--- config.mk ---
export PLATFORM = sky130hd
export DESIGN_NAME = spv_div
export DESIGN_NICKNAME = d
export VERILOG_FILES = /design/src/rtl/core/spv_div.sv
export SDC_FILE = /design/constraint.sdc
export NUM_CORES = 1
export LEC_CHECK = 0
export BUFFER_PORTS_ARGS = -buffer_cell sky130_fd_sc_hd__buf_4
export CAP_MARGIN = 20
export CORE_UTILIZATION = 50
export DETAILED_ROUTE_END_ITERATION = 8
export HOLD_SLACK_MARGIN = 0.12
export PLACE_DENSITY_LB_ADDON = 0.08
export SLEW_MARGIN = 20
export SYNTH_ARGS = -nofsm -noshare
export SYNTH_HDL_FRONTEND = slang
export SYNTH_SLANG_ARGS = --single-unit
--- constraint.sdc ---
create_clock -name clk -period 5.3 [get_ports clk]
set_input_delay 0.265 -clock clk [delete_from_list [all_inputs] [get_ports clk]]
set_output_delay 0.265 -clock clk [all_outputs]
set_load 0.05 [all_outputs]
--- src/rtl/core/spv_div.sv ---
`timescale 1ns / 1ps
`default_nettype none
// Restoring divider, one quotient bit per cycle.
module spv_div #(
    parameter int NW = 53,
    parameter int DW = 35
) (
    input  wire logic          clk,
    input  wire logic          rst_n,
    input  wire logic          start,
    input  wire logic [NW-1:0] num,
    input  wire logic [DW-1:0] den,
    output logic               busy,
    output logic [NW-1:0]      quo
);
    localparam int CW = $clog2(NW + 1);
    logic [NW-1:0] q_reg, q_next;
    logic [DW:0]   r_reg, r_next;
    logic [DW-1:0] d_reg, d_next;
    logic [CW-1:0] cnt_reg, cnt_next;
    logic [DW:0]   sh;

    always_comb
    begin
        q_next = q_reg;
        r_next = r_reg;
        d_next = d_reg;
        cnt_next = cnt_reg;
        sh = {r_reg[DW-1:0], q_reg[NW-1]};
        if (start)
        begin
            q_next = num;
            r_next = '0;
            d_next = den;
            cnt_next = CW'(NW);
        end
        else if (cnt_reg != '0)
        begin
            cnt_next = cnt_reg - 1'b1;
            if (sh >= {1'b0, d_reg})
            begin
                r_next = sh - {1'b0, d_reg};
                q_next = {q_reg[NW-2:0], 1'b1};
            end
            else
            begin
                r_next = sh;
                q_next = {q_reg[NW-2:0], 1'b0};
            end
        end
    end

    always_ff @(posedge clk or negedge rst_n)
    begin
        if (!rst_n)
        begin
            cnt_reg <= '0;
        end
        else
        begin
            cnt_reg <= cnt_next;
        end
    end

    always_ff @(posedge clk)
    begin
        q_reg <= q_next;
        r_reg <= r_next;
        d_reg <= d_next;
    end

    assign busy = (cnt_reg != '0);
    assign quo = q_reg;
endmodule
`default_nettype wire

After elaboration in Yosys (flattened, before gate mapping)
Index checks and enable logic that the tools add are counted.
{"block": "totals", "register_bits": 129, "in_bits": 91, "output_inout_bits": 54, "word_cells": 15}
{"block": "op_classes", "addsub": 2, "magnitude_cmp": 1, "muxes": 6, "n_reduce_logical": 2}
{"cell": "53-bit two-way mux", "count": 2}
{"cell": "36-bit by 35-bit >= comparator with 1-bit output", "count": 1}
{"cell": "35-bit two-way mux", "count": 1}
{"cell": "35-bit subtractor", "count": 1}
{"cell": "6-bit two-way mux", "count": 2}
{"cell": "6-bit nonzero test", "count": 1}
{"cell": "6-bit by 1-bit subtractor with 6-bit output (second input constant)", "count": 1}
{"cell": "2-bit nonzero test", "count": 1}
{"cell": "1-bit two-way mux", "count": 1}

Longest topological paths before layout
Gate-level depths: netlist of run 1.
{"block": "depth", "word_depth": 4, "mapped_depth": 14, "depth_no_buf": 12}

Worst setup path before layout of run 1
OpenSTA, ideal clock, no wires.
{"block": "synth_timing", "kind": "register -> register", "start": "register cnt_reg[0]", "end": "register q_reg[0], in the netlist quo[0], enable pin", "setup_time_ns": 0.494, "arrival_time_ns": 2.792, "required_ns": 4.806, "slack_ns": 2.014, "stages_incl_launch_ff": 10, "path_buffers": 1, "cell_sequence": "dfrtp_1 inv_1 ha_1 inv_1 or3_1 nor3_2 clkinv_1 nor2_1 clkbuf_1 inv_1"}
{"block": "synth_via", "elab_chain_cells": 2}
{"item": "start: declaration", "line_no": "20", "rtl": "logic [CW-1:0] cnt_reg, cnt_next;"}
{"item": "start signal: assignment", "line_no": "61", "rtl": "cnt_reg <= cnt_next;"}
{"item": "6-bit nonzero test", "line_no": "37", "rtl": "else if (cnt_reg != '0)"}
{"item": "2-bit nonzero test (no source line)"}
{"item": "end signal: assignment", "line_no": "67", "rtl": "q_reg <= q_next;"}
{"item": "end: declaration", "line_no": "17", "rtl": "logic [NW-1:0] q_reg, q_next;"}
Every way passes these cells.
A chain may end at the register's enable or synchronous reset.

Worst setup path in the final report of run 1
{"block": "layout_timing", "start": "register q_reg[52], in the netlist quo[52]", "end": "register r_reg[15]"}
{"block": "layout_via", "elab_chain_cells": 2, "elab_cells_between_ends": 3, "cone_classes": "add/sub (1); order compare (1); mux (1)"}
{"item": "35-bit subtractor or 36-bit by 35-bit >= comparator with 1-bit output (tied branches)", "line_no": "42, 40"}
{"item": "35-bit two-way mux (*)", "line_no": "40", "rtl": "if (sh >= {1'b0, d_reg})"}
{"item": "end signal: assignment", "line_no": "68", "rtl": "r_reg <= r_next;"}
{"item": "end: declaration", "line_no": "18", "rtl": "logic [DW:0] r_reg, r_next;"}
Every way passes the cells marked *; elsewhere a longest branch is shown, timed or not.

==> results of run 1 <==
[per-stage QoR]
step / area [sq um] / util [%] / hold slack, ns / setup WS, ns / instances
6_report: 9480 / 67.5 / 0.136 / 1.84 / 1045
5_1_grt: 9480 / 67.5 / 0.123 / 1.60 / 1045
4_1_cts: 9480 / 67.5 / 0.122 / 1.88 / 1045
3_5_place_dp: 8500 / 60.5 / 0.0808 / 1.88 / 977
3_3_place_gp: 8500 / 60.5 / 0.0756 / 2.03 / 977
2_1_floorplan: 7270 / - / -0.0306 / 2.01 / 671
[synth_stat cells (all sizes together), types with 16 or more instances]
master  instances
a21o           16
inv            52
a21oi          49
o21ai          36
ha             36
mux2           53
xnor2          16
edfxtp         88
dfxtp          35
nand2          68
a311oi         20
nor2           47
[worst min-delay path by stage]
| stage | startpoint | to | slack [ns] | cells past startpoint |
|---|---|---|---|---|
| CTS | num[12] | quo[12] | 0.12 | 2 |
| floorplan | rst_n | cnt_reg[0] | -0.03 | 0 |
| global placement | rst_n | cnt_reg[5] | 0.08 | 1 |
| finish | num[12] | quo[12] | 0.14 | 2 |
| detailed placement | rst_n | cnt_reg[4] | 0.08 | 1 |
| global route | num[12] | quo[12] | 0.12 | 2 |
[area by class of cell]
cell class	instances	area, sq um	share of cell area [%]
timing repair buffer	185	1480	15.6
inverter	53	200	2.11
tap	180	225	2.38
multi-input combinational	466	3460	36.5
clock inverter	12	183	1.93
sequential	129	3490	36.9
clock buffer	20	437	4.61
[per-layer routing]
layer,GRT usage (%),routed length (um),vias to the layer above
met5,0,0,-
met4,7.55,233,0
met3,7.81,1190,24
met2,39.2,8150,193
met1,30.6,7650,2792
li1,-,-,2844
[where the power goes]
group	internal (mW)	switching (mW)
logic	0.411	0.608
registers	1.20	0.0781
clock network	0.791	0.448
total	2.40	1.13
[logic make-up (layout without fill, tap and decap cells)]
family | after synthesis | after routing | synth area share (%)
buffers and inverters | 76 | 270 | 4.32
and+or+nand+nor | 173 | 173 | 11.2
AOI/OAI and AO/OA | 172 | 172 | 17.9
muxes | 59 | 59 | 9.04
xor gates and xnor gates | 25 | 25 | 3.01
adders and majority gates | 37 | 37 | 6.47
DFF | 129 | 129 | 48.1
[critical path: stages (launching register included)]
cell and delay (ns):
edfxtp_1 0.40, inv_1 0.08, ha_1 0.20, fa_1 0.23
nor2b_1 0.08, o31a_1 0.29, a21oi_2 0.20, o211ai_4 0.15
a221oi_4 0.31, a21o_4 0.21, and2_1 0.49, buf_4 0.35
nand2_1 0.10, a311oi_2 0.28
==> impl_metrics.env, run 1 <==
export IMPL_status="completed"
export IMPL_slew_violations=0
export IMPL_critical_path_arrival_ns=3.79
export IMPL_power_density_nw_per_um2=373
export IMPL_setup_tns_ns=0
export IMPL_die_x_um=123
export IMPL_core_area_sq_um=14000
export IMPL_worst_pin_slew_ns=0.905
export IMPL_finalWirelength_um=17200
export IMPL_io_pins=145
export IMPL_root_buffer="clkbuf_16"
export IMPL_h_tree_depth=4
export IMPL_clk_pin_slew_ns=0.06
export IMPL_cp_end_kind="register"
export IMPL_crit_type="reg -> reg"
export IMPL_die_h_um=123
export IMPL_synthesis_area_sq_um=7270
export IMPL_yosys_warnings=0
export IMPL_drv_cap=0
export IMPL_largest_register_ffs=53
export IMPL_track_usage_pct=24.2
export IMPL_synth_top_flop_cell="edfxtp_1"
export IMPL_avgSynthCellArea_sq_um=10.8
export IMPL_cts_sinks=129
export IMPL_grt_pass1_wl_um=27900
export IMPL_worstPathMaxFanout=19
export IMPL_timing_rr_start="quo[52]"
export IMPL_overflow=0
export IMPL_yosys_top_cells_area="edfxtp_1 (36%), dfxtp_1 (9.6%), mux2_2 (8.2%)"
export IMPL_finalHoldViolCount=0
export IMPL_finalCritPeriodShare_pct=65.3
export IMPL_ant_nets=0
export IMPL_vias_per_cell=5.60
export IMPL_syn2layout_area_growth_pct=30.4
export IMPL_drtPass1Iterations=6
export IMPL_final_cell_mix="buf_4 (149), edfxtp_1 (88), nand2_1 (67)"
export IMPL_dp_hpwl_um=11900
export IMPL_port_buffers=144
export IMPL_clock_latency_ns=0.42
export IMPL_hold_path_class="in -> reg"
export IMPL_numCtsBuffers=17
export IMPL_ys_seq_area_share_pct=48.1
export IMPL_antenna_found_initial=0
export IMPL_syn_inst=671
export IMPL_cts_resized=0
export IMPL_rows=43
export IMPL_async_flop_share_pct=4.65
export IMPL_cts_hold_buf=36
export IMPL_initial_utilization_pct=51.8
export IMPL_r2r_slack_ns=1.84
export IMPL_crit_path_start_kind="register"
export IMPL_crit_start="quo[52]"
export IMPL_synth_top_area_cell="edfxtp_1"
export IMPL_ys_ff_latch=129
export IMPL_drive_above_1_share_pct=30.5
export IMPL_vias=5853
export IMPL_route_detailed_drc=0
export IMPL_period_minus_slack_ns=3.46
export IMPL_synth_edf_count=88
export IMPL_power_leakage_nw=4.06
export IMPL_cts_tree="done"
export IMPL_finClkSkew_ns=0.0128
export IMPL_endpoint="r_reg[15]"
export IMPL_required_ns=5.63
export IMPL_rr_worst_depth=13
export IMPL_cts_setup_buffers=0
export IMPL_yosysUniqueCellTypes=64
export IMPL_routedWlPerCell_um=16.5
export IMPL_gp_congestion=0.926
export IMPL_clockBufferDepth=2
export IMPL_drt_iter0_drc=459
export IMPL_floorplan_die_area_sq_um=15000
export IMPL_n_antenna_cell=0
export IMPL_setup_viol=0
export IMPL_nets=980
export IMPL_grt_pass1_vias=5852
export IMPL_synth_fp_nets=799
export IMPL_mostFrequentLayoutCell="buf_4"
export IMPL_synth_top_area_share_pct=36.4
export IMPL_fill_cells=1079
export IMPL_rsz0062_at_grt="no"
export IMPL_vdd_drop_max_mv=0.285
export IMPL_fmax_mhz=289
export IMPL_grt_max_degree=69
export IMPL_power_mw=3.54
export IMPL_relSlewSlack_pct=39.6
export IMPL_r2r_end="r_reg[15]"
Power figures use the tool's default switching activity.
==> run 2: changes to the inputs <==
==> constraint.sdc (replaced) <==
create_clock -name clk -period 3.3 [get_ports clk]
set_input_delay 0.165 -clock clk [delete_from_list [all_inputs] [get_ports clk]]
set_output_delay 0.165 -clock clk [all_outputs]
set_load 0.05 [all_outputs]
==> impl_metrics.env, run 2 (synthesis results as in run 1) <==
export IMPL_finalHoldViolCount=0
export IMPL_grt_pass1_wl_um=30600
export IMPL_power_density_nw_per_um2=551
export IMPL_design_area_sq_um=9980
export IMPL_status="completed"
export IMPL_io_pins=145
export IMPL_critical_path_arrival_ns=2.88
export IMPL_cpMostUsedCell="inv_1"
export IMPL_largest_register_ffs=53
export IMPL_h_tree_depth=4
export IMPL_worst_pin_slew_ns=0.960
export IMPL_overflow=0
export IMPL_n_antenna_cell=0
export IMPL_r2r_slack_ns=0.32
export IMPL_crit_path_start_kind="register"
export IMPL_ant_nets=0
export IMPL_crit_type="reg -> reg"
export IMPL_grt_max_degree=93
export IMPL_switchingPower_mw=1.88
export IMPL_syn2layout_area_growth_pct=37.4
export IMPL_track_usage_pct=26.6
export IMPL_fin_ws_ns=0.318
export IMPL_final_cell_mix="buf_4 (152), dlygate4sd3_1 (90), edfxtp_1 (88)"
export IMPL_drive_above_1_share_pct=29.1
export IMPL_rows=43
export IMPL_cts_tree="done"
export IMPL_clock_latency_ns=0.43
export IMPL_slowest_delay_ns=0.71
export IMPL_layout_cells_non_filler=1103
export IMPL_clockBufferDepth=2
export IMPL_fmax_mhz=335
export IMPL_setup_tns_ns=0
export IMPL_mostFrequentLayoutCell="buf_4"
export IMPL_gp_congestion=0.915
export IMPL_initial_utilization_pct=51.8
export IMPL_cp_end_kind="register"
export IMPL_numCtsBuffers=17
export IMPL_dp_hpwl_um=11900
export IMPL_switching_share_pct=34.2
export IMPL_finalCritPeriodShare_pct=90.4
export IMPL_power_leakage_nw=4.27
export IMPL_crit_chain="inv_1 > ha_1 > inv_1 > or3_1 > nor3_2 > clkinv_1 > nor2_1 > clkinv_2"
export IMPL_vdd_drop_max_mv=0.434
export IMPL_crit_slowest_cell="clkinv_2"
export IMPL_drv_cap=0
export IMPL_relSlewSlack_pct=35.8
export IMPL_combPwrFrac_pct=31.3
export IMPL_grt_pass1_vias=6286
export IMPL_utilization_pct=71.1
export IMPL_power_mw=5.50
export IMPL_nets=1038
export IMPL_period_minus_slack_ns=2.98
export IMPL_whs_ns=0.198
export IMPL_rsz0062_at_grt="no"
export IMPL_rr_worst_depth=8
export IMPL_drt_iter0_drc=348
export IMPL_vias_per_cell=5.52
export IMPL_slew_violations=0
export IMPL_clk_pin_slew_ns=0.06
export IMPL_p_seq_share_pct=37.4
export IMPL_drtPass1Iterations=5
export IMPL_root_buffer="clkbuf_16"
export IMPL_finClkSkew_ns=0.0103
export IMPL_cts_sinks=129
export IMPL_floorplan_die_area_sq_um=15000
export IMPL_required_ns=3.20
export IMPL_die_h_um=123
export IMPL_core_area_sq_um=14000
export IMPL_worstPathMaxFanout=53
export IMPL_intPower_mw=3.62
export IMPL_vias=6084
export IMPL_clockPowerShare_pct=31.3
export IMPL_antenna_found_initial=0
export IMPL_die_x_um=123
export IMPL_dpl_worst_slack_ns=0.189
export IMPL_hold_path_class="in -> reg"
export IMPL_setup_viol=0
export IMPL_port_buffers=144
export IMPL_place_inst=981
export IMPL_hold_depth=1
export IMPL_route_detailed_drc=0
export IMPL_routedWlPerCell_um=17.1
export IMPL_dpl_cell_area_sq_um=8540
export IMPL_finalWirelength_um=18900
run 2: cell count changes in the layout (fill, tap and decap cells not counted), sizes merged:
cell,previous run,this run
dlygate4sd3,36,90
buf,149,153
bufinv,4,0
clkinv,4,6
inv,54,56
clkbuf,20,19
clkinvlp,3,4
run 2: repair_timing:
action	in CTS	in global routing
hold buffers	90	0
endpoints found under the hold margin	94	0
gates resized for setup	0	1
setup endpoints to repair	0	3
setup buffers	0	0
run 2: power groups by stage:
stage	sequential (mW)	combinational, mW	clock [mW]
after global placement	2.08	1.59	0
final	2.06	1.72	1.72
after floorplan	2.30	0.948	0
after detailed placement	2.08	1.61	0
after CTS	2.05	1.70	1.75
after global routing	2.08	1.87	1.83
run 2: area by class of cell:
class                      count  area (sq um)
clock buffer                  19           433
fill                        1029          4060
sequential                   129          3490
clock inverter                13           105
timing repair buffer         243          2060
multi-input combinational    466          3470
inverter                      53           200
tap                          180           225
run 2: layer usage:
layer	up-vias	routed length (um)	track usage, %
li1	2960	-	-
met1	2908	7970	31.9
met2	189	9370	44.9
met3	27	1200	7.95
met4	0	331	9.68
met5	-	0	0
run 2: worst paths after layout:
kind / from / to
worst max register to register: cnt_reg[0] / quo[46]
worst min register to register: r_reg[16] / r_reg[16]
min in group asynchronous: rst_n / cnt_reg[2]
max in group asynchronous: rst_n / cnt_reg[5]
worst min-delay path: start / d_reg[5]
worst max-delay path: cnt_reg[0] / quo[46]
run 2: critical path: cells and delay by family (launching register included):
| family | cells | cell delay (ns) |
|---|---|---|
| DFF | 1 | 0.36 |
| and+or+nand+nor | 3 | 0.82 |
| adders and majority gates | 1 | 0.19 |
| buffers and inverters | 4 | 1.06 |
